[config.mk]
export PLATFORM = sky130hd
export DESIGN_NAME = dbp_back
export DESIGN_NICKNAME = d
export VERILOG_FILES = /design/src/dbp_pkg.sv /design/src/dbp_back.sv
export SDC_FILE = /design/constraint.sdc
export NUM_CORES = 1
export LEC_CHECK = 0
export BUFFER_PORTS_ARGS = -buffer_cell sky130_fd_sc_hd__buf_2
export CAP_MARGIN = 20
export CELL_PAD_IN_SITES_DETAIL_PLACEMENT = 0
export CELL_PAD_IN_SITES_GLOBAL_PLACEMENT = 1
export CORE_MARGIN = 10
export CORE_UTILIZATION = 35
export CTS_CLUSTER_DIAMETER = 40
export DETAILED_ROUTE_END_ITERATION = 10
export PLACE_DENSITY_LB_ADDON = 0.1
export SYNTH_ARGS = -nofsm -noshare
export SYNTH_HDL_FRONTEND = slang
export SYNTH_SLANG_ARGS = --single-unit
[constraint.sdc]
create_clock -name clock -period 4.2 [get_ports clock]
set_input_delay 0.21 -clock clock [delete_from_list [all_inputs] [get_ports clock]]
set_output_delay 0.21 -clock clock [all_outputs]
set_load 0.05 [all_outputs]
[src/dbp_pkg.sv]
package dbp_pkg;

   // Elaboration defaults
   localparam int unsigned MAX_DIM_DEF = 4096;

   // Field widths
   localparam int PIX_W   = 12;
   localparam int DEPTH_W = 16;
   localparam int CFG_W   = 16;
   localparam int COORD_W = 32;
   localparam int PROD_W  = 32;   // |diff| * depth
   localparam int FRAC_W  = 8;    // fractional bits of x and y
   localparam int NUM_W   = PROD_W + FRAC_W;

   // One quotient bit per divider stage
   localparam int DIV_STAGES = COORD_W;

   // Register file
   localparam int CSR_IDX_W = 8;
   localparam logic [CSR_IDX_W-1:0] REG_CENTER_COL = CSR_IDX_W'(0);
   localparam logic [CSR_IDX_W-1:0] REG_CENTER_ROW = CSR_IDX_W'(1);
   localparam logic [CSR_IDX_W-1:0] REG_FOCAL_COL  = CSR_IDX_W'(2);
   localparam logic [CSR_IDX_W-1:0] REG_FOCAL_ROW  = CSR_IDX_W'(3);

   localparam logic [CFG_W-1:0] CENTER_RESET = CFG_W'(0);
   localparam logic [CFG_W-1:0] FOCAL_RESET  = CFG_W'(16);

   // Camera intrinsics as seen by the datapath; focal values are never zero
   typedef struct packed {
      logic [CFG_W-1:0] center_col;
      logic [CFG_W-1:0] center_row;
      logic [CFG_W-1:0] focal_col;
      logic [CFG_W-1:0] focal_row;
   } cfg_type;

   // Per-axis divider state: sh holds the remaining dividend bits on top and
   // the quotient bits shifted in from below
   typedef struct packed {
      logic               neg;
      logic               ovf;
      logic [CFG_W-1:0]   rem;
      logic [COORD_W-1:0] sh;
   } axis_type;

   typedef struct packed {
      logic [PIX_W-1:0]   col;
      logic [PIX_W-1:0]   row;
      logic [DEPTH_W-1:0] depth;
      axis_type           ax_x;
      axis_type           ax_y;
   } item_type;

endpackage

[src/dbp_back.sv]
module dbp_back (
   input  logic                        clock,
   input  logic                        reset,
   input  logic                        in_valid,
   input  dbp_pkg::item_type           in_item,
   output logic                        ld,
   output logic                        out_valid,
   input  logic                        out_ready,
   output logic [dbp_pkg::COORD_W-1:0] out_x,
   output logic [dbp_pkg::COORD_W-1:0] out_y,
   output logic [dbp_pkg::DEPTH_W-1:0] out_z,
   output logic [dbp_pkg::PIX_W-1:0]   out_col,
   output logic [dbp_pkg::PIX_W-1:0]   out_row,
   output logic                        out_clipped
);
   import dbp_pkg::*;

   logic               valid_ff;
   logic [COORD_W-1:0] x_ff, y_ff;
   logic [DEPTH_W-1:0] z_ff;
   logic [PIX_W-1:0]   col_ff, row_ff;
   logic               clipped_ff;
   logic [COORD_W:0]   res_x, res_y;

   // {saturated, value}: apply sign to the quotient and clamp to 32 bits
   function automatic logic [COORD_W:0] sign_sat(axis_type a);
      logic               sat;
      logic [COORD_W-1:0] val;
      if (a.neg) begin
         sat = a.ovf || (a.sh[COORD_W-1] && (a.sh[COORD_W-2:0] != '0));
         val = sat ? {1'b1, {(COORD_W-1){1'b0}}} : -a.sh;
      end else begin
         sat = a.ovf || a.sh[COORD_W-1];
         val = sat ? {1'b0, {(COORD_W-1){1'b1}}} : a.sh;
      end
      return {sat, val};
   endfunction

   assign res_x = sign_sat(in_item.ax_x);
   assign res_y = sign_sat(in_item.ax_y);

   assign ld = !valid_ff || out_ready;

   always_ff @(posedge clock) begin
      if (reset) begin
         valid_ff <= 1'b0;
      end else if (ld) begin
         valid_ff <= in_valid;
      end
   end

   always_ff @(posedge clock) begin
      if (ld) begin
         x_ff       <= res_x[COORD_W-1:0];
         y_ff       <= res_y[COORD_W-1:0];
         z_ff       <= in_item.depth;
         col_ff     <= in_item.col;
         row_ff     <= in_item.row;
         clipped_ff <= res_x[COORD_W] || res_y[COORD_W];
      end
   end

   assign out_valid   = valid_ff;
   assign out_x       = x_ff;
   assign out_y       = y_ff;
   assign out_z       = z_ff;
   assign out_col     = col_ff;
   assign out_row     = row_ff;
   assign out_clipped = clipped_ff;

endmodule

==> impl_results.md <==
- Status: completed
- DRT Wirelength: 18.1 mm
- Simple-gate share of the synthesized area: 19.6%
- Area contributors post-synth: edfxtp_1 (59%), a21oi_1 (5.4%), a311oi_1 (3.9%), nor2_1 (2.9%), nand3_1 (2.5%)
- CTS max path bufs: 2
- Share of layout cells above drive strength 1: 36.9%
- Switching pwr: 957 uW
- Multiplexer share of the synthesized area: 0.374%
- Die height: 144 microns
- Routability congestion estimate: 0.782
- Most frequent cells after synthesis: edfxtp_1 (105), a21oi_1 (58), nor2_1 (41)
- TritonCTS Buffers: 9
- Syn_nets: 632
- Cells resized by post-CTS repair: 0
- Period utilization: 63.5%
- Worst Path Arrival: 2820 ps
- Detailed Routing Iterations Pass 1: 4
- Sequential element share of the synthesized area: 59.2%
- Placed Area: 6640 sq um
- FILL cells: 1495
- Vias per std cell: 5.60
- Grt ovf: 0
- Synth async-reset ratio: 0%
- CTS H-Tree Depth: 3
- Top-area cell type share of the netlist area: 58.9%
- Final Skew: 8.19 ps
- Core area: 15100 sq um
- Die extent in x: 144 microns
- Relative slew margins: 30.9%
- Synth area leader: edfxtp_1
- Clock sinks: 106
- Synthesis-to-layout area growth: 29.7%
- Post-route minimum period: 2670 ps
- Int Power: 1.85 mW
- Design Area, Final: 6950 sq um
- Compound-gate portion of the synthesized area: 16.8%
- Top FF cell, synth: edfxtp_1
- Post-DP HPWL: 13.3 mm
- # IOs: 251
- Power density over cell area: 404 nW/um^2
- Mapped Cells: 486
- Hold Path Stages: 1
- Netlist cell types: 45
- Main combinational cell family by area after synthesis: simple AND/OR/NAND/NOR gates
- Static leakage: 2.73 nW
- Worst Setup Slack, final: 1530 ps
- Worst Path Max Fanout: 31
- Hold Path End: out_z[2]
- Worst reg2reg path depth: 2
- CTS tree: built
- Port bufs: 218
- Clock latency on the worst-skew pair: 350 ps
- Fin nets: 840
- FF-to-FF End: out_row[9]
- Worst hold path type: input port to flip-flop
- Pwr Total: 2.81 mW
- Worst Setup End Kind: flip-flop
- Setup repair bufs after CTS: 0
- Power share of the clock group: 30.0%
- Clock-pin slew on the worst setup and hold paths: 80 ps
- Peak VDD IR: 221 uV
- Syn. warnings: 0
- Vias in the first global route: 4767
- Synth Area in Adders: 0.467%
- R2R Path Start: out_valid
- Flops & latches, synth: 106
- Post-place setup slack: 1190 ps
- Root Driver: clkbuf_16
- First-pass GRT wire length: 27.1 mm
- Routed wire length per instance: 20.3 microns
- Via count: 4982
- Count leader, synth: edfxtp_1
- DRT antenna net count: 0
- 1st-iter DRT viols: 357
- Sequential Power Share: 46.1%
- Slew Limit Fails: 0
- Initial antenna violation count: 3
- Fin Setup TNS: 0 ps
- Post-synth design cell area: 5360 sq um
- Total GRT Usage: 16.8%
- DRC errors left: 0
- Hold_ws: 25.1 ps
- Min-delay src: in_item[102]
- Maxcap violations: 0
- CTS Hold Bufs: 1
- Largest net degree at the start of global routing: 65
- # setup viols final: 0
- CP Class: input port to flip-flop
- Average size of a mapped cell: 11.0 sq um
- Share of total power in combinational logic: 23.9%
- Initial Utilization: 35.5%
- Highest Clock Rate: 0.375 GHz
- Num rows: 45
- R2R setup slack: 2370 ps
- RSZ-0062 raised after global routing: false
- Final hold viol count: 0
- Die area: 20700 sq um
- Critical Path RT: 4360 ps
- Worst-Margin Slew: 1030 ps
- Nature of the critical path startpoint: input port
- Switch share: 34.1%
- Synth Area in XOR/XNOR: 0.327%
- EDFF count, synth: 105
kinds of logic (layout without fill, tap and decap cells):
kind of cell / count (synthesis) / in the layout
and+or+nand+nor: 196 / 196
AOI/OAI and AO/OA: 138 / 138
DFF: 106 / 106
buffers and inverters: 40 / 253
adders and majority gates: 2 / 2
xor gates and xnor gates: 2 / 2
muxes: 2 / 2
other: 0 / 2
placed cells by master, fill, tap and decap left out, types with 2 or more instances in the layout:
cell type  instances
a21oi_1           58
inv_1             11
nand4_1           14
clkbuf_16          9
inv_6              2
buf_2            218
nand2b_1           2
buf_4              7
nor2_1            41
nor3_1            24
o21ai_0           13
nor4_1            13
o211a_1            2
nand2b_4           2
a211oi_1          12
nand2_1           33
mux2i_1            2
o311a_1            3
nand4b_1           2
a211o_1            3
xnor2_1            2
or3_1              7
or4_1             13
edfxtp_1         105
or4b_2             3
diode_2            2
a311oi_1          24
ha_1               2
clkinv_4           3
nand3_1           27
o22ai_1           15
or4_4              2
nor3b_1            2
or2_2              4
power by group through the flow:
stage          Combinational, mW  Sequential [mW]  Clock [mW]
2_1_floorplan              0.128             1.66           0
3_3_place_gp               0.672             1.32           0
3_5_place_dp               0.673             1.32           0
4_1_cts                    0.676             1.30       0.872
5_1_grt                    0.713             1.31       0.906
6_report                   0.671             1.30       0.842
sequential cells by signal, indices dropped and copies added (netlist names):
signal and cells:
out_x 32, out_y 32, out_z 16, out_col 12
out_row 12, out_clipped 1, out_valid 1
routing by layer:
| metal | GRT usage [%] | vias up | part of all wire (%) |
|---|---|---|---|
| met4 | 4.62 | 2 | 1.1 |
| met3 | 5.12 | 16 | 9.5 |
| li1 | - | 2362 | - |
| met2 | 25.7 | 203 | 45 |
| met1 | 22.4 | 2399 | 44 |
| met5 | 0 | - | 0.055 |
how the worst max path moves through the flow:
stage	from	endpoint	slack (ps)	depth (start not counted)
6_report	in_item[0]	out_y[24]	1530	7
5_1_grt	in_item[0]	out_y[24]	1330	7
4_1_cts	in_item[0]	out_y[24]	1520	7
3_5_place_dp	in_item[0]	out_y[30]	1190	7
3_3_place_gp	in_item[0]	out_y[24]	1200	7
2_1_floorplan	out_valid	out_clipped	350	1
worst max-delay path, stage by stage:
cell and delay, ps:
buf_2 110, inv_1 70, ha_1 200, or4b_2 700, nor4_4 610, a31oi_4 490
a311oi_1 420
stage by stage:
| stage | cells | utilization [%] |
|---|---|---|
| after floorplan | 486 | - |
| after global placement | 870 | 44.0 |
| after detailed placement | 870 | 44.0 |
| after CTS | 887 | 46.0 |
| after global routing | 888 | 46.0 |
| final | 889 | 46.0 |
final cells by class:
type                       count  area, sq um  area share, %
clock inverter                 6         55.1          0.793
multi-input combinational    340         2040           29.4
sequential                   106         3170           45.7
antenna                        2         5.00         0.0720
clock buffer                  10          239           3.44
inverter                      11         41.3          0.594
timing repair buffer         226         1150           16.6
tap                          188          235           3.39
(Power assumes the default switching activity.)
