===== src/dbp_pkg.sv =====
package dbp_pkg;

   // Elaboration defaults
   localparam int unsigned MAX_DIM_DEF = 4096;

   // Field widths
   localparam int PIX_W   = 12;
   localparam int DEPTH_W = 16;
   localparam int CFG_W   = 16;
   localparam int COORD_W = 32;
   localparam int PROD_W  = 32;   // |diff| * depth
   localparam int FRAC_W  = 8;    // fractional bits of x and y
   localparam int NUM_W   = PROD_W + FRAC_W;

   // One quotient bit per divider stage
   localparam int DIV_STAGES = COORD_W;

   // Register file
   localparam int CSR_IDX_W = 8;
   localparam logic [CSR_IDX_W-1:0] REG_CENTER_COL = CSR_IDX_W'(0);
   localparam logic [CSR_IDX_W-1:0] REG_CENTER_ROW = CSR_IDX_W'(1);
   localparam logic [CSR_IDX_W-1:0] REG_FOCAL_COL  = CSR_IDX_W'(2);
   localparam logic [CSR_IDX_W-1:0] REG_FOCAL_ROW  = CSR_IDX_W'(3);

   localparam logic [CFG_W-1:0] CENTER_RESET = CFG_W'(0);
   localparam logic [CFG_W-1:0] FOCAL_RESET  = CFG_W'(16);

   // Camera intrinsics as seen by the datapath; focal values are never zero
   typedef struct packed {
      logic [CFG_W-1:0] center_col;
      logic [CFG_W-1:0] center_row;
      logic [CFG_W-1:0] focal_col;
      logic [CFG_W-1:0] focal_row;
   } cfg_type;

   // Per-axis divider state: sh holds the remaining dividend bits on top and
   // the quotient bits shifted in from below
   typedef struct packed {
      logic               neg;
      logic               ovf;
      logic [CFG_W-1:0]   rem;
      logic [COORD_W-1:0] sh;
   } axis_type;

   typedef struct packed {
      logic [PIX_W-1:0]   col;
      logic [PIX_W-1:0]   row;
      logic [DEPTH_W-1:0] depth;
      axis_type           ax_x;
      axis_type           ax_y;
   } item_type;

endpackage


===== src/dbp_front.sv =====
module dbp_front #(
   parameter int unsigned MAX_DIM = dbp_pkg::MAX_DIM_DEF
) (
   input  logic                        clock,
   input  logic                        reset,
   input  logic                        in_valid,
   output logic                        in_ready,
   input  logic [dbp_pkg::PIX_W-1:0]   in_col,
   input  logic [dbp_pkg::PIX_W-1:0]   in_row,
   input  logic [dbp_pkg::DEPTH_W-1:0] in_depth,
   input  dbp_pkg::cfg_type            cfg,
   output logic                        out_valid,
   output dbp_pkg::item_type           out_item,
   input  logic                        nxt_ld
);
   import dbp_pkg::*;

   localparam logic [16:0] MaxDim = 17'(MAX_DIM);

   // stage 1: offset from principal point, split into sign and magnitude
   logic               s1_valid_ff, s1_valid_in;
   logic [PIX_W-1:0]   s1_col_ff, s1_row_ff;
   logic [DEPTH_W-1:0] s1_depth_ff;
   logic [CFG_W-1:0]   s1_mag_x_ff, s1_mag_x_in, s1_mag_y_ff, s1_mag_y_in;
   logic               s1_neg_x_ff, s1_neg_y_ff;
   logic [16:0]        diff_x, diff_y;
   logic               s1_ld;

   // stage 2: product
   logic               s2_valid_ff;
   logic [PIX_W-1:0]   s2_col_ff, s2_row_ff;
   logic [DEPTH_W-1:0] s2_depth_ff;
   logic [PROD_W-1:0]  s2_prod_x_ff, s2_prod_y_ff;
   logic               s2_neg_x_ff, s2_neg_y_ff;
   logic               s2_ld;

   // stage 3: rounding bias, overflow check, divider seed
   logic               s3_valid_ff;
   item_type           s3_item_ff, s3_item_in;
   logic [NUM_W-1:0]   num_x, num_y;
   logic               s3_ld;

   assign s3_ld    = !s3_valid_ff || nxt_ld;
   assign s2_ld    = !s2_valid_ff || s3_ld;
   assign s1_ld    = !s1_valid_ff || s2_ld;
   assign in_ready = s1_ld;

   // zero depth and pixels outside the image are dropped here
   assign s1_valid_in = in_valid && (in_depth != '0)
                        && ({5'b0, in_col} < MaxDim) && ({5'b0, in_row} < MaxDim);

   assign diff_x = {1'b0, in_col, 4'b0} - {1'b0, cfg.center_col};
   assign diff_y = {1'b0, in_row, 4'b0} - {1'b0, cfg.center_row};
   assign s1_mag_x_in = diff_x[16] ? CFG_W'(-diff_x) : diff_x[CFG_W-1:0];
   assign s1_mag_y_in = diff_y[16] ? CFG_W'(-diff_y) : diff_y[CFG_W-1:0];

   always_ff @(posedge clock) begin
      if (reset) begin
         s1_valid_ff <= 1'b0;
         s2_valid_ff <= 1'b0;
         s3_valid_ff <= 1'b0;
      end else begin
         if (s1_ld) s1_valid_ff <= s1_valid_in;
         if (s2_ld) s2_valid_ff <= s1_valid_ff;
         if (s3_ld) s3_valid_ff <= s2_valid_ff;
      end
   end

   always_ff @(posedge clock) begin
      if (s1_ld) begin
         s1_col_ff   <= in_col;
         s1_row_ff   <= in_row;
         s1_depth_ff <= in_depth;
         s1_mag_x_ff <= s1_mag_x_in;
         s1_mag_y_ff <= s1_mag_y_in;
         s1_neg_x_ff <= diff_x[16];
         s1_neg_y_ff <= diff_y[16];
      end
      if (s2_ld) begin
         s2_col_ff    <= s1_col_ff;
         s2_row_ff    <= s1_row_ff;
         s2_depth_ff  <= s1_depth_ff;
         s2_prod_x_ff <= s1_mag_x_ff * s1_depth_ff;
         s2_prod_y_ff <= s1_mag_y_ff * s1_depth_ff;
         s2_neg_x_ff  <= s1_neg_x_ff;
         s2_neg_y_ff  <= s1_neg_y_ff;
      end
      if (s3_ld) s3_item_ff <= s3_item_in;
   end

   // magnitude * 256 + focal/2, the numerator of round-half-away division
   assign num_x = {s2_prod_x_ff, FRAC_W'(0)} + NUM_W'(cfg.focal_col >> 1);
   assign num_y = {s2_prod_y_ff, FRAC_W'(0)} + NUM_W'(cfg.focal_row >> 1);

   // quotient needs more than 32 bits when the top byte already reaches focal;
   // the seed remainder is cleared then so the divider stays in range
   always_comb begin
      s3_item_in.col       = s2_col_ff;
      s3_item_in.row       = s2_row_ff;
      s3_item_in.depth     = s2_depth_ff;
      s3_item_in.ax_x.neg  = s2_neg_x_ff;
      s3_item_in.ax_x.ovf  = {8'b0, num_x[NUM_W-1:COORD_W]} >= cfg.focal_col;
      s3_item_in.ax_x.rem  = s3_item_in.ax_x.ovf ? '0 : {8'b0, num_x[NUM_W-1:COORD_W]};
      s3_item_in.ax_x.sh   = num_x[COORD_W-1:0];
      s3_item_in.ax_y.neg  = s2_neg_y_ff;
      s3_item_in.ax_y.ovf  = {8'b0, num_y[NUM_W-1:COORD_W]} >= cfg.focal_row;
      s3_item_in.ax_y.rem  = s3_item_in.ax_y.ovf ? '0 : {8'b0, num_y[NUM_W-1:COORD_W]};
      s3_item_in.ax_y.sh   = num_y[COORD_W-1:0];
   end

   assign out_valid = s3_valid_ff;
   assign out_item  = s3_item_ff;

endmodule


===== config.mk =====
export PLATFORM = sky130hd
export DESIGN_NAME = dbp_front
export DESIGN_NICKNAME = d
export VERILOG_FILES = /design/src/dbp_pkg.sv /design/src/dbp_front.sv
export SDC_FILE = /design/constraint.sdc
export NUM_CORES = 2
export LEC_CHECK = 0
export BUFFER_PORTS_ARGS = -buffer_cell sky130_fd_sc_hd__buf_2
export CORE_MARGIN = 3
export CORE_UTILIZATION = 45
export DETAILED_ROUTE_END_ITERATION = 10
export PLACE_DENSITY = 0.68
export SLEW_MARGIN = 20
export SYNTH_ARGS = -nofsm -noshare
export SYNTH_HDL_FRONTEND = slang
export SYNTH_SLANG_ARGS = --single-unit

===== constraint.sdc =====
create_clock -name clock -period 10.22 [get_ports clock]
set_clock_uncertainty 0.1 [all_clocks]
set_input_delay 0.511 -clock clock [delete_from_list [all_inputs] [get_ports clock]]
set_output_delay 0.511 -clock clock [all_outputs]
set_load 0.05 [all_outputs]

==> flow_summary.toml <==
[clock_tree]
postCtsSetupRepairBufs = 0
clk_pin_slew_ns = 0.06
ctsRootBufferMaster = "clkbuf_16"
clock_latency_ns = 0.55
cts_buffers = 37
cts-htree-levels = 2
max-clock-path-buffers = 3
cts_resized = 0
clock_sinks = 307
cts_hold_buf = 0
cts_tree = "built"

[global_routing]
grt_antenna_before_repair = 1
track_usage = 0.188
grt_pass1_vias = 21079
overflow = 0
grt_max_degree = 64
grt_pass1_wl_um = 106000

[synth]
synthCells = 2867
avgSynthCellArea_sq_um = 10.5
yosysWarnings = 0
seq_area_frac_synth = 0.305
yosys_register_bits = 307
ys_types = 64
synth-edff-count = 304
synth_area_sq_mm = 0.0301
async_flop_share = 0
synthFlopType = "edfxtp_1"

[sta]
hold_viol = 0
setup_ws_ns = 2.48
rsz0062_at_grt = "false"
final-max-slew-violation-count = 0
fin_setup_tns_ns = 0
max_slew.worst_pin.slew_ns = 1.31
setup_violations = 0
timing.fmax_ghz = 0.129
max_slew_margin = 0.120
period_needed_ns = 7.74
timing.final.crit_share = 0.758

[placed_design]
io_buffers = 233
hpwl_um = 49300
place_congestion = 0.846
pre_cts_ws_ns = 2.49

[routing]
viasPerCell = 5.07
finalWirelength_um = 63800
ant_nets = 0
dr.pass1.iters = 7
wl_per_cell_um = 16.1
drc = 0
dr.first_iter.drc_count = 937
num_vias = 20107

[cells_and_area]
drive_gt1_frac = 0.105
num_antenna_cells = 0
area.growth.synth_to_final_pct = 10.8
layout.nets = 3838

[die]
start_util = 0.456
die_w_um = 265
die_y_um = 265
fp-row-count = 94
io_pins = 250
floorplan.die_area_sq_mm = 0.0700
core_sq_mm = 0.0660

[worst_setup_path]
critPathLaunchType = "flop"
cp-end-kind = "flop"
ff2ff_setup_slack_ns = 2.48
r2r_cells = 21
worstPathRequired_ns = 10.41
arrival_ns = 7.93
path_class = "reg -> reg"
cp_max_fo = 33

[status]
status = "finished, final reports clean"

[hold_path]
hp-class = "in -> reg"
holdPathStages = 2

[run]
maxCapViolations = 0
cell usage after synthesis, types with 5 or more instances:
cell type,count,area share
inv_1,554,0.069
fa_1,390,0.26
nand2_1,337,0.042
edfxtp_1,304,0.30
ha_1,264,0.11
and2_1,252,0.052
xnor2_1,122,0.036
clkbuf_1,87,0.011
nor2_1,80,0.010
a21oi_1,77,0.013
o21ai_0,48,0.0080
xor2_1,44,0.013
a21o_1,42,0.010
nand3_1,31,0.0052
nor2b_1,20,0.0042
buf_4,16,0.0040
nor3_1,16,0.0027
o21bai_1,16,0.0040
and3_1,15,0.0031
nand4_1,13,0.0027
a211oi_1,11,0.0027
nor4_1,11,0.0023
or3_1,10,0.0021
nand2b_1,9,0.0019
o21a_1,8,0.0020
o31ai_1,8,0.0020
a2111oi_0,5,0.0015
and4_1,5,0.0015
registers in the layout, summed over array words and instances, names as in the netlist:
signal,cells
out_item,124
out_valid,1
s1_col_ff,12
s1_depth_ff,16
s1_mag_x_ff,16
s1_mag_y_ff,16
s1_neg_x_ff,1
s1_neg_y_ff,1
s1_row_ff,12
s1_valid_ff,1
s2_col_ff,12
s2_depth_ff,16
s2_neg_x_ff,1
s2_neg_y_ff,1
s2_prod_x_ff,32
s2_prod_y_ff,32
s2_row_ff,12
s2_valid_ff,1
final cells by class:
cell class                 count  area (sq um)
timing repair buffer         260          1370
fill                        6066         32700
clock inverter                15           153
tap                          864          1080
multi-input combinational   1916         18400
sequential                   307          9190
inverter                     554          2080
clock buffer                  48          1010
worst paths after layout:
kind | end | startpoint
worst max-delay path | s2_prod_x_ff[31] | s1_depth_ff[5]
worst max register to register | s2_prod_x_ff[31] | s1_depth_ff[5]
worst min register to register | s2_row_ff[10] | s1_row_ff[10]
worst min-delay path | s2_valid_ff | reset
worst max-delay path: stages (launching register included):
cell,delay (ns)
edfxtp_1,1.04
and2_1,0.27
fa_1,0.42
inv_1,0.08
fa_1,0.43
fa_1,0.50
fa_1,0.55
inv_1,0.05
fa_1,0.48
inv_1,0.06
fa_1,0.48
inv_1,0.04
ha_1,0.32
and2_1,0.20
a221o_1,0.32
a31oi_1,0.39
o32ai_1,0.30
a221oi_1,0.39
nor2_1,0.09
a2111oi_0,0.62
a21oi_1,0.18
xnor2_1,0.16
kinds of logic after synthesis:
group	synth area share
other	0.000125
adders and majority gates	0.369
and+or+nand+nor	0.135
AOI/OAI and AO/OA	0.0547
xor gates and xnor gates	0.0491
buffers and inverters	0.0843
muxes	0.00171
DFF	0.305
through the flow:
stage | utilization | hold slack, ns | instances | area (sq um)
floorplan | - | 0.300 | 2882 | 30100
global placement | 0.487 | 0.301 | 3901 | 32200
detailed placement | 0.487 | 0.305 | 3901 | 32200
CTS | 0.505 | 0.000152 | 3964 | 33300
global route | 0.505 | 0.0305 | 3964 | 33300
finish | 0.505 | 0.0444 | 3964 | 33300
placed cells by master (no fill, tap or decap), drive strengths merged, types with 48 or more instances in the layout:
| cell | instances |
|---|---|
| o21ai | 50 |
| and2 | 252 |
| nor2 | 80 |
| nand2 | 337 |
| ha | 264 |
| edfxtp | 304 |
| buf | 260 |
| clkbuf | 48 |
| xnor2 | 122 |
| a21oi | 78 |
| inv | 555 |
| fa | 390 |
metal layers:
| layer | track usage | wire [um] | vias to the layer above |
|---|---|---|---|
| met2 | 0.311 | 30300 | 446 |
| li1 | - | - | 9479 |
| met5 | 0 | 0 | - |
| met1 | 0.258 | 28600 | 10093 |
| met4 | 0.0497 | 1380 | 0 |
| met3 | 0.0302 | 3470 | 89 |
Power is left out: the tool's default activity adds up to more than one toggle a clock period on the data nets, which glitch-free logic cannot reach.
