File: config.mk
export PLATFORM = sky130hd
export DESIGN_NAME = dbp_div_stage
export DESIGN_NICKNAME = d
export VERILOG_FILES = /design/src/dbp_pkg.sv /design/src/dbp_div_stage.sv
export SDC_FILE = /design/constraint.sdc
export NUM_CORES = 1
export LEC_CHECK = 0
export BUFFER_PORTS_ARGS = -buffer_cell sky130_fd_sc_hd__buf_4
export CORE_AREA = 3 3 133 135
export DETAILED_ROUTE_END_ITERATION = 12
export DIE_AREA = 0 0 136 138
export HOLD_SLACK_MARGIN = 0.05
export PLACE_DENSITY = 0.75
export SYNTH_ARGS = -nofsm -noshare
export SYNTH_HDL_FRONTEND = slang
export SYNTH_SLANG_ARGS = --single-unit
File: constraint.sdc
create_clock -name clock -period 9.4 [get_ports clock]
set_input_delay 1.88 -clock clock [delete_from_list [all_inputs] [get_ports clock]]
set_output_delay 1.88 -clock clock [all_outputs]
set_load 0.05 [all_outputs]
File: src/dbp_pkg.sv
package dbp_pkg;

   // Elaboration defaults
   localparam int unsigned MAX_DIM_DEF = 4096;

   // Field widths
   localparam int PIX_W   = 12;
   localparam int DEPTH_W = 16;
   localparam int CFG_W   = 16;
   localparam int COORD_W = 32;
   localparam int PROD_W  = 32;   // |diff| * depth
   localparam int FRAC_W  = 8;    // fractional bits of x and y
   localparam int NUM_W   = PROD_W + FRAC_W;

   // One quotient bit per divider stage
   localparam int DIV_STAGES = COORD_W;

   // Register file
   localparam int CSR_IDX_W = 8;
   localparam logic [CSR_IDX_W-1:0] REG_CENTER_COL = CSR_IDX_W'(0);
   localparam logic [CSR_IDX_W-1:0] REG_CENTER_ROW = CSR_IDX_W'(1);
   localparam logic [CSR_IDX_W-1:0] REG_FOCAL_COL  = CSR_IDX_W'(2);
   localparam logic [CSR_IDX_W-1:0] REG_FOCAL_ROW  = CSR_IDX_W'(3);

   localparam logic [CFG_W-1:0] CENTER_RESET = CFG_W'(0);
   localparam logic [CFG_W-1:0] FOCAL_RESET  = CFG_W'(16);

   // Camera intrinsics as seen by the datapath; focal values are never zero
   typedef struct packed {
      logic [CFG_W-1:0] center_col;
      logic [CFG_W-1:0] center_row;
      logic [CFG_W-1:0] focal_col;
      logic [CFG_W-1:0] focal_row;
   } cfg_type;

   // Per-axis divider state: sh holds the remaining dividend bits on top and
   // the quotient bits shifted in from below
   typedef struct packed {
      logic               neg;
      logic               ovf;
      logic [CFG_W-1:0]   rem;
      logic [COORD_W-1:0] sh;
   } axis_type;

   typedef struct packed {
      logic [PIX_W-1:0]   col;
      logic [PIX_W-1:0]   row;
      logic [DEPTH_W-1:0] depth;
      axis_type           ax_x;
      axis_type           ax_y;
   } item_type;

endpackage

File: src/dbp_div_stage.sv
module dbp_div_stage (
   input  logic              clock,
   input  logic              reset,
   input  dbp_pkg::cfg_type  cfg,
   input  logic              in_valid,
   input  dbp_pkg::item_type in_item,
   output logic              ld,
   output logic              out_valid,
   output dbp_pkg::item_type out_item,
   input  logic              nxt_ld
);
   import dbp_pkg::*;

   logic     valid_ff;
   item_type item_ff, item_in;

   // one restoring step: shift in the next dividend bit, subtract if it fits
   function automatic axis_type div_step(axis_type a, logic [CFG_W-1:0] f);
      logic [CFG_W:0] trial;
      logic [CFG_W:0] diff;
      logic           ge;
      axis_type       r;
      trial = {a.rem, a.sh[COORD_W-1]};
      diff  = trial - {1'b0, f};
      ge    = trial >= {1'b0, f};
      r     = a;
      r.rem = ge ? diff[CFG_W-1:0] : trial[CFG_W-1:0];
      r.sh  = {a.sh[COORD_W-2:0], ge};
      return r;
   endfunction

   assign ld = !valid_ff || nxt_ld;

   always_comb begin
      item_in      = in_item;
      item_in.ax_x = div_step(in_item.ax_x, cfg.focal_col);
      item_in.ax_y = div_step(in_item.ax_y, cfg.focal_row);
   end

   always_ff @(posedge clock) begin
      if (reset) begin
         valid_ff <= 1'b0;
      end else if (ld) begin
         valid_ff <= in_valid;
      end
   end

   always_ff @(posedge clock) begin
      if (ld) item_ff <= item_in;
   end

   assign out_valid = valid_ff;
   assign out_item  = item_ff;

endmodule

==> summary.txt, run 1 <==
Status
  – Status: completed

Finish
  – Final #Nets: 1019
  – P&R area growth vs syn: 49.4%
  – Footprint of the multi-input gates: 0.00208 mm2
  – Register area: 0.00422 mm2
  – FILL cells: 1354
  – Layout cells sized above 1: 48.5%

STA
  – Final setup violation count: 0
  – Rel. slew slack: 35.8%
  – RSZ-0062 raised after global routing: no
  – Minimum clock period: 4.92 ns
  – Final Hold Fails: 0
  – Pin slew with the least headroom to its limit: 0.960 ns
  – Slew Limit Fails: 0
  – WHS: 1.22 ns
  – Setup_tns: 0 ns
  – Clk_skew: 0.00823 ns
  – Peak Freq: 203 MHz
  – Tcrit/Tclk final: 52.3%
  – PnR worst setup slack: 4.48 ns

Critical path
  – Worst R2R Setup Slack: 7.03 ns
  – Worst Path Arrival: 3.04 ns
  – Critical Path End: ld
  – Critical Path RT: 7.52 ns
  – Setup crit end kind: primary output
  – Crit Reg-Reg Startpoint: out_valid
  – FF-to-FF End: out_item[114]
  – Worst-path fanout max: 68
  – Reg2Reg Depth: 2
  – Critical Path Source: nxt_ld
  – Worst Setup Path Type: in -> out
  – CP Launch Type: input port

Routing
  – DRC viols: 0
  – First-pass iteration count of the detailed router: 4
  – Vias/cell: 4.87
  – Wirelength per Cell: 17.7 um
  – Detailed Route WL: 17900 um
  – Routed vias: 4923
  – 1st-iter DRT viols: 245
  – Final ANT Viol Nets: 0

Power and ir drop
  – Tot Pwr: 2.02 mW
  – P_leak: 4.41 nW
  – PD cells: 207 mW/mm2
  – VDD IR-drop max: 0.115 mV

GRT
  – Met1 Track Usage GR: 20.1%
  – GRT busiest layer: met2
  – Vias in the first global route: 4873
  – Global route overflow: 0
  – Total GRT Usage: 18.6%
  – Global-route wire length before repair: 26700 um
  – Initial antenna violation count: 1
  – M2 GR Usage: 31.3%
  – Largest net degree at the start of global routing: 76
  – Met3 GRT Util: 7.38%

Place
  – Port bufs: 317
  – Dpl ws: 4.47 ns
  – GP Congestion: 0.896
  – HPWL Detailed: 14300 um

Clock network
  – Post-CTS repair timing setup buffer count: 0
  – H-tree levels: 4
  – Hold-fix buffers, CTS: 0
  – # resized after CTS: 0
  – TritonCTS Buffers: 17
  – Clock Pin Slew Worst Setup and Hold Paths: 0.06 ns
  – Clk_lat worst skew: 0.41 ns
  – Clock Sinks: 141
  – Root Buffer: clkbuf_16
  – CTS tree: done
  – CTS Buffer Depth: 2

Synthesis
  – Synthesized cell area: 0.00652 mm2
  – Ys flop type: edfxtp_1
  – Post-synth EDFFs: 140
  – Syn_area_per_cell: 14.6 um2
  – Yosys warning count: 0
  – Post-synthesis sequential area ratio: 64.8%
  – Syn_nets: 689
  – Yosys top cell area share: 64.5%
  – Register bit total from synthesis: 141
  – Biggest area consumer among synthesized cells: edfxtp_1
  – Async set or reset register ratio after synthesis: 0%
  – Post-synthesis cell type count: 66
  – Synth area leaders: edfxtp_1 64%, ha_1 6.1%, inv_1 2.5%
  – Gate Count Post-Synth: 447

Die
  – Rows: 47
  – Die ar.: 0.0188 mm2
  – Die Height: 138 um
  – Chip Width: 136 um
  – Initial core utilization: 39.3%
  – Core area: 0.0166 mm2
  – Io pins: 350

Job
  – Max_cap viols: 0

Worst hold path
  – Hold Crit Class: reg -> reg
[flip-flops by register name, indices dropped and copies added, names as in the netlist]
signal	cells
out_valid	1
out_item	140
[metal layers]
metal  up-vias  routed length [um]  share of wire, %
met1      2296                6510                36
met4         0                 875               4.9
met3        48                1820                10
li1       2360                   -                 -
met5         -                   0                 0
met2       219                8680                49
[layout make-up]
class	instances	share of cell area [%]
Inverter	45	1.76
Clock buffer	17	4.37
Sequential cell	141	43.3
Tap cell	220	2.82
Timing Repair Buffer	318	24.5
Antenna cell	1	0.0257
Clock inverter	15	1.85
Multi-Input combinational cell	254	21.3
[power by group]
group / switching (mW) / internal, mW
Clock: 0.280 / 0.400
Combinational: 0.354 / 0.200
Sequential: 0.0167 / 0.766
[cells in the final DEF, fill, tap and decap left out, drive strengths merged, types with 13 or more instances in the layout]
cell type / Yosys / final
a21oi: 18 / 18
nor2: 19 / 19
xnor2: 18 / 18
o21ai: 14 / 14
clkbuf: 1 / 17
inv: 45 / 51
buf: 6 / 318
nand2: 13 / 13
mux2: 22 / 22
ha: 32 / 32
edfxtp: 140 / 140
[Yosys cell counts, types with 4 or more instances]
cell	count
mux2_2	9
inv_1	44
nor2_1	18
a211o_1	4
nand4_1	7
mux2_1	5
mux2i_1	10
nor2b_1	7
a31oi_1	9
edfxtp_1	140
a21o_1	10
a21oi_1	18
o21a_1	8
buf_2	4
o21ai_0	12
mux2_4	8
nand2b_1	4
ha_1	32
xnor2_1	18
nand2_1	13
[worst min-delay path by stage]
stage / start / endpoint / slack (ns) / cells past startpoint
floorplan: reset / out_valid / 1.95 / 1
global placement: out_valid / out_valid / 1.21 / 2
detailed placement: out_valid / out_valid / 1.23 / 2
CTS: out_valid / out_valid / 1.24 / 2
global route: out_valid / out_valid / 1.34 / 2
finish: out_valid / out_valid / 1.22 / 2
[through the flow]
| stage | instance area, um2 | util, % | std cells |
|---|---|---|---|
| finish | 9740 | 58.8 | 1011 |
| floorplan | 6520 | - | 447 |
| detailed placement | 9140 | 55.1 | 978 |
| global placement | 9140 | 55.1 | 978 |
| CTS | 9740 | 58.7 | 1010 |
| global route | 9740 | 58.8 | 1011 |
[critical path, cell delays in order]
cell and delay, ns:
buf_4 0.08, nand2b_4 0.72, buf_4 0.34
[cell families after synthesis]
group | count (synthesis) | share of synthesized area (%)
XOR/XNOR | 21 | 2.82
adder cells (fa/ha/maj) | 34 | 6.75
AO/OA/AOI/OAI | 92 | 10.2
buffers and inverters | 52 | 3.47
multiplexers | 32 | 5.79
flip-flops | 141 | 64.8
AND/OR/NAND/NOR | 75 | 6.18
Note: power is estimated with default switching activity, not from simulation.
==> run 2, diff against run 1 <==
--- a/config.mk
+++ b/config.mk
@@ -5,12 +5,13 @@
 export SDC_FILE = /design/constraint.sdc
 export NUM_CORES = 1
 export LEC_CHECK = 0
+export ABC_AREA = 1
 export BUFFER_PORTS_ARGS = -buffer_cell sky130_fd_sc_hd__buf_4
-export CORE_AREA = 3 3 133 135
+export CORE_AREA = 3 3 135 137
 export DETAILED_ROUTE_END_ITERATION = 12
-export DIE_AREA = 0 0 136 138
+export DIE_AREA = 0 0 138 140
 export HOLD_SLACK_MARGIN = 0.05
-export PLACE_DENSITY = 0.75
+export PLACE_DENSITY = 0.76
 export SYNTH_ARGS = -nofsm -noshare
 export SYNTH_HDL_FRONTEND = slang
 export SYNTH_SLANG_ARGS = --single-unit
==> constraint.sdc (replaced) <==
create_clock -name clock -period 4.6 [get_ports clock]
set_input_delay 0.92 -clock clock [delete_from_list [all_inputs] [get_ports clock]]
set_output_delay 0.92 -clock clock [all_outputs]
set_load 0.05 [all_outputs]
==> run 2 against run 1 <==
  * Clock skew rose by 0.0033 ns
  * Sequential share of layout area fell by 2.1 points
  * Power rose by 100%
  * Cell count rose by 27%
  * First-iteration DRC count rose by 33%
  * Critical path type unchanged
  * Setup slack got worse by 2.7 ns
  * Critical endpoint unchanged
  * Non-clock buffer count did not move
  * Largest power group unchanged
  * Count of clock-buffer cells in the layout rose by 1
==> summary.txt, run 2 <==
Status
  – Status: completed

STA
  – Final setup violation count: 0 (unchanged)
  – Peak Freq: 359 MHz
  – Minimum clock period: 2.78 ns
  – Pin slew with the least headroom to its limit: 0.772 ns (-0.188 ns)
  – Setup_tns: 0 ns (unchanged)
  – Clk_skew: 0.0115 ns (+0.00330 ns)
  – RSZ-0062 raised after global routing: no
  – Rel. slew slack: 48.5% (+13 points)
  – WHS: 0.651 ns (-0.572 ns)
  – Tcrit/Tclk final: 60.5%
  – Final Hold Fails: 0 (unchanged)
  – Slew Limit Fails: 0 (unchanged)

Routing
  – DRC viols: 0 (unchanged)
  – Vias/cell: 4.65 (-4.6%)
  – Final ANT Viol Nets: 0 (unchanged)
  – First-pass iteration count of the detailed router: 4 (unchanged)
  – 1st-iter DRT viols: 325 (+33%)
  – Routed vias: 5942 (+21%)
  – Detailed Route WL: 21000 um (+17%)
  – Wirelength per Cell: 16.4 um (-7.3%)

Synthesis
  – Biggest area consumer among synthesized cells: edfxtp_1
  – Post-synth EDFFs: 140 (unchanged)
  – Post-synthesis sequential area ratio: 60.3% (-4.5 points)
  – Most common cell in the netlist: nand2_1
  – Yosys top cell area share: 60.0% (-4.5 points)
  – Async set or reset register ratio after synthesis: 0% (unchanged)
  – Synth cell count leaders: 248 x nand2_1, 140 x edfxtp_1, 127 x inv_1, 54 x nand3_1, 32 x ha_1
  – Synth area leaders: edfxtp_1 60%, nand2_1 13%, inv_1 6.8%
  – Ys flop type: edfxtp_1
  – Syn_nets: 950 (+38%)
  – Synthesized cell area: 0.00701 mm2 (+7.5%)
  – Register bit total from synthesis: 141 (unchanged)
  – Syn_area_per_cell: 9.90 um2 (-32%)
  – Gate Count Post-Synth: 708 (+58%)
  – Post-synthesis cell type count: 28 (-58%)
  – Yosys warning count: 0 (unchanged)

Finish
  – Footprint of the multi-input gates: 0.00226 mm2 (+8.8%)
  – Final #Nets: 1281 (+26%)
  – FILL cells: 1468 (+8.4%)
  – Most common cell after layout, fill and taps aside: buf_4
  – Register area: 0.00422 mm2 (unchanged)
  – Most frequent cells in the layout: 318 x buf_4, 247 x nand2_1, 140 x edfxtp_1, 127 x inv_1, 54 x nand3_1
  – P&R area growth vs syn: 46.0%
  – Number of flip-flops in the largest register: 140 (unchanged)
  – Layout cells sized above 1: 35.6% (-13 points)

Job
  – Max_cap viols: 0 (unchanged)

Critical path
  – Crit Reg-Reg Startpoint: out_valid
  – Critical Path Source: nxt_ld
  – Reg2Reg Depth: 2 (unchanged)
  – CP max-delay cell: buf_4
  – Worst-path fanout max: 84 (+24%)
  – CP Launch Type: input port
  – Critical Path RT: 3.68 ns (-3.84 ns)
  – Critical Path End: ld
  – Worst Path Arrival: 1.86 ns (-1.18 ns)
  – Worst Setup Path Type: in -> out
  – Critical Path Max Stage Delay: 0.37 ns (-0.35 ns)
  – Crit path top cell by count: buf_4
  – Setup crit end kind: primary output
  – FF-to-FF End: out_item[49]
  – Worst R2R Setup Slack: 2.64 ns (-4.39 ns)
  – Crit-path cells: buf_4 -> inv_1 -> nand2_8 -> buf_4

GRT
  – Initial antenna violation count: 1 (unchanged)
  – Vias in the first global route: 5582 (+15%)
  – Global route overflow: 0 (unchanged)
  – Largest net degree at the start of global routing: 85 (+12%)
  – Global-route wire length before repair: 31200 um (+17%)
  – Total GRT Usage: 20.8% (+2.2 points)

Place
  – HPWL Detailed: 16300 um (+14%)
  – GP Congestion: 0.881 (-1.7%)
  – Port bufs: 317 (unchanged)

Die
  – Rows: 48 (+2.1%)
  – Die Height: 140 um (+1.4%)
  – Initial core utilization: 40.8% (+1.5 points)
  – Core area: 0.0172 mm2 (+3.6%)
  – Die ar.: 0.0193 mm2 (+2.9%)
  – Chip Width: 138 um (+1.5%)
  – Io pins: 350 (unchanged)

Clock network
  – Post-CTS repair timing setup buffer count: 0 (unchanged)
  – Clock Pin Slew Worst Setup and Hold Paths: 0.07 ns (about the same)
  – CTS Buffer Depth: 2 (unchanged)
  – Hold-fix buffers, CTS: 0 (unchanged)
  – Root Buffer: clkbuf_16
  – # resized after CTS: 0 (unchanged)
  – Clock Sinks: 141 (unchanged)
  – CTS tree: done
  – TritonCTS Buffers: 17 (unchanged)
  – Clk_lat worst skew: 0.41 ns (about the same)
  – H-tree levels: 4 (unchanged)

Power and ir drop
  – VDD IR-drop max: 0.233 mV (+100%)
  – P_leak: 5.25 nW (+19%)
  – Tot Pwr: 4.05 mW (+100%)
  – PD cells: 396 mW/mm2 (+91%)

Worst hold path
  – Hold Crit Class: in -> reg
==> run 2: changes by cell type after synthesis, moves of 6 or more <==
| cell | delta |
|---|---|
| a21o_1 | -10 |
| a31oi_1 | -9 |
| inv_1 | +83 |
| mux2_2 | -9 |
| mux2_4 | -8 |
| mux2i_1 | -10 |
| nand2_1 | +235 |
| nand3_1 | +51 |
| nor2b_1 | -7 |
| o21a_1 | -6 |
| o21ai_0 | -12 |
| xnor2_1 | -16 |
| xor2_1 | +7 |
==> run 2: worst min path at each step <==
stage	startpoint	end	slack (ns)	depth (start not counted)
final	reset	out_valid	0.65	2
after global routing	reset	out_valid	0.63	2
after CTS	reset	out_valid	0.63	2
after detailed placement	out_valid	out_valid	1.06	2
after global placement	out_valid	out_valid	1.03	2
after floorplan	reset	out_valid	0.99	1
==> run 2: area by class of cell <==
type | instances | area share, %
multi-input combinational | 429 | 22.1
clock buffer | 18 | 4.19
inverter | 132 | 4.84
sequential | 141 | 41.3
antenna | 2 | 0.0489
tap | 225 | 2.75
clock inverter | 14 | 1.46
timing repair buffer | 318 | 23.3
==> run 2: worst max-delay path, delay by kind of cell <==
kind,cells,cell delay (ns)
and+or+nand+nor,1,0.33
buffers and inverters,3,0.61
==> run 2: report_power, final <==
part | switching (mW) | total (mW) | leakage, nW | internal [mW]
combinational | 0.748 | 1.11 | 3.51 | 0.362
sequential | 0.0348 | 1.59 | 1.47 | 1.56
clock | 0.582 | 1.35 | 0.278 | 0.766
==> run 2: through the flow <==
stage | instance area, um2 | setup slack, ns | instances | util, %
2_1_floorplan | 7010 | 0.881 | 708 | -
5_1_grt | 10200 | 1.69 | 1278 | 59.6
4_1_cts | 10200 | 1.72 | 1277 | 59.5
6_report | 10200 | 1.82 | 1279 | 59.6
3_3_place_gp | 9650 | 1.64 | 1245 | 56.2
3_5_place_dp | 9650 | 1.62 | 1245 | 56.2
==> run 2: kinds of logic after synthesis <==
group	after synthesis	synth area share (%)
AO/OA/AOI/OAI	25	2.02
XOR/XNOR	12	1.50
buffers and inverters	138	7.71
AND/OR/NAND/NOR	358	22.2
flip-flops	141	60.3
adder cells (fa/ha/maj)	34	6.28
==> run 2: layer usage <==
layer  track usage [%]  vias up  routed length [um]
li1                  -     2967                   -
met1              25.0     2710                8340
met2              35.0      224               10400
met3              5.46       41                1410
met4              9.93        0                 857
met5                 0        -                   0
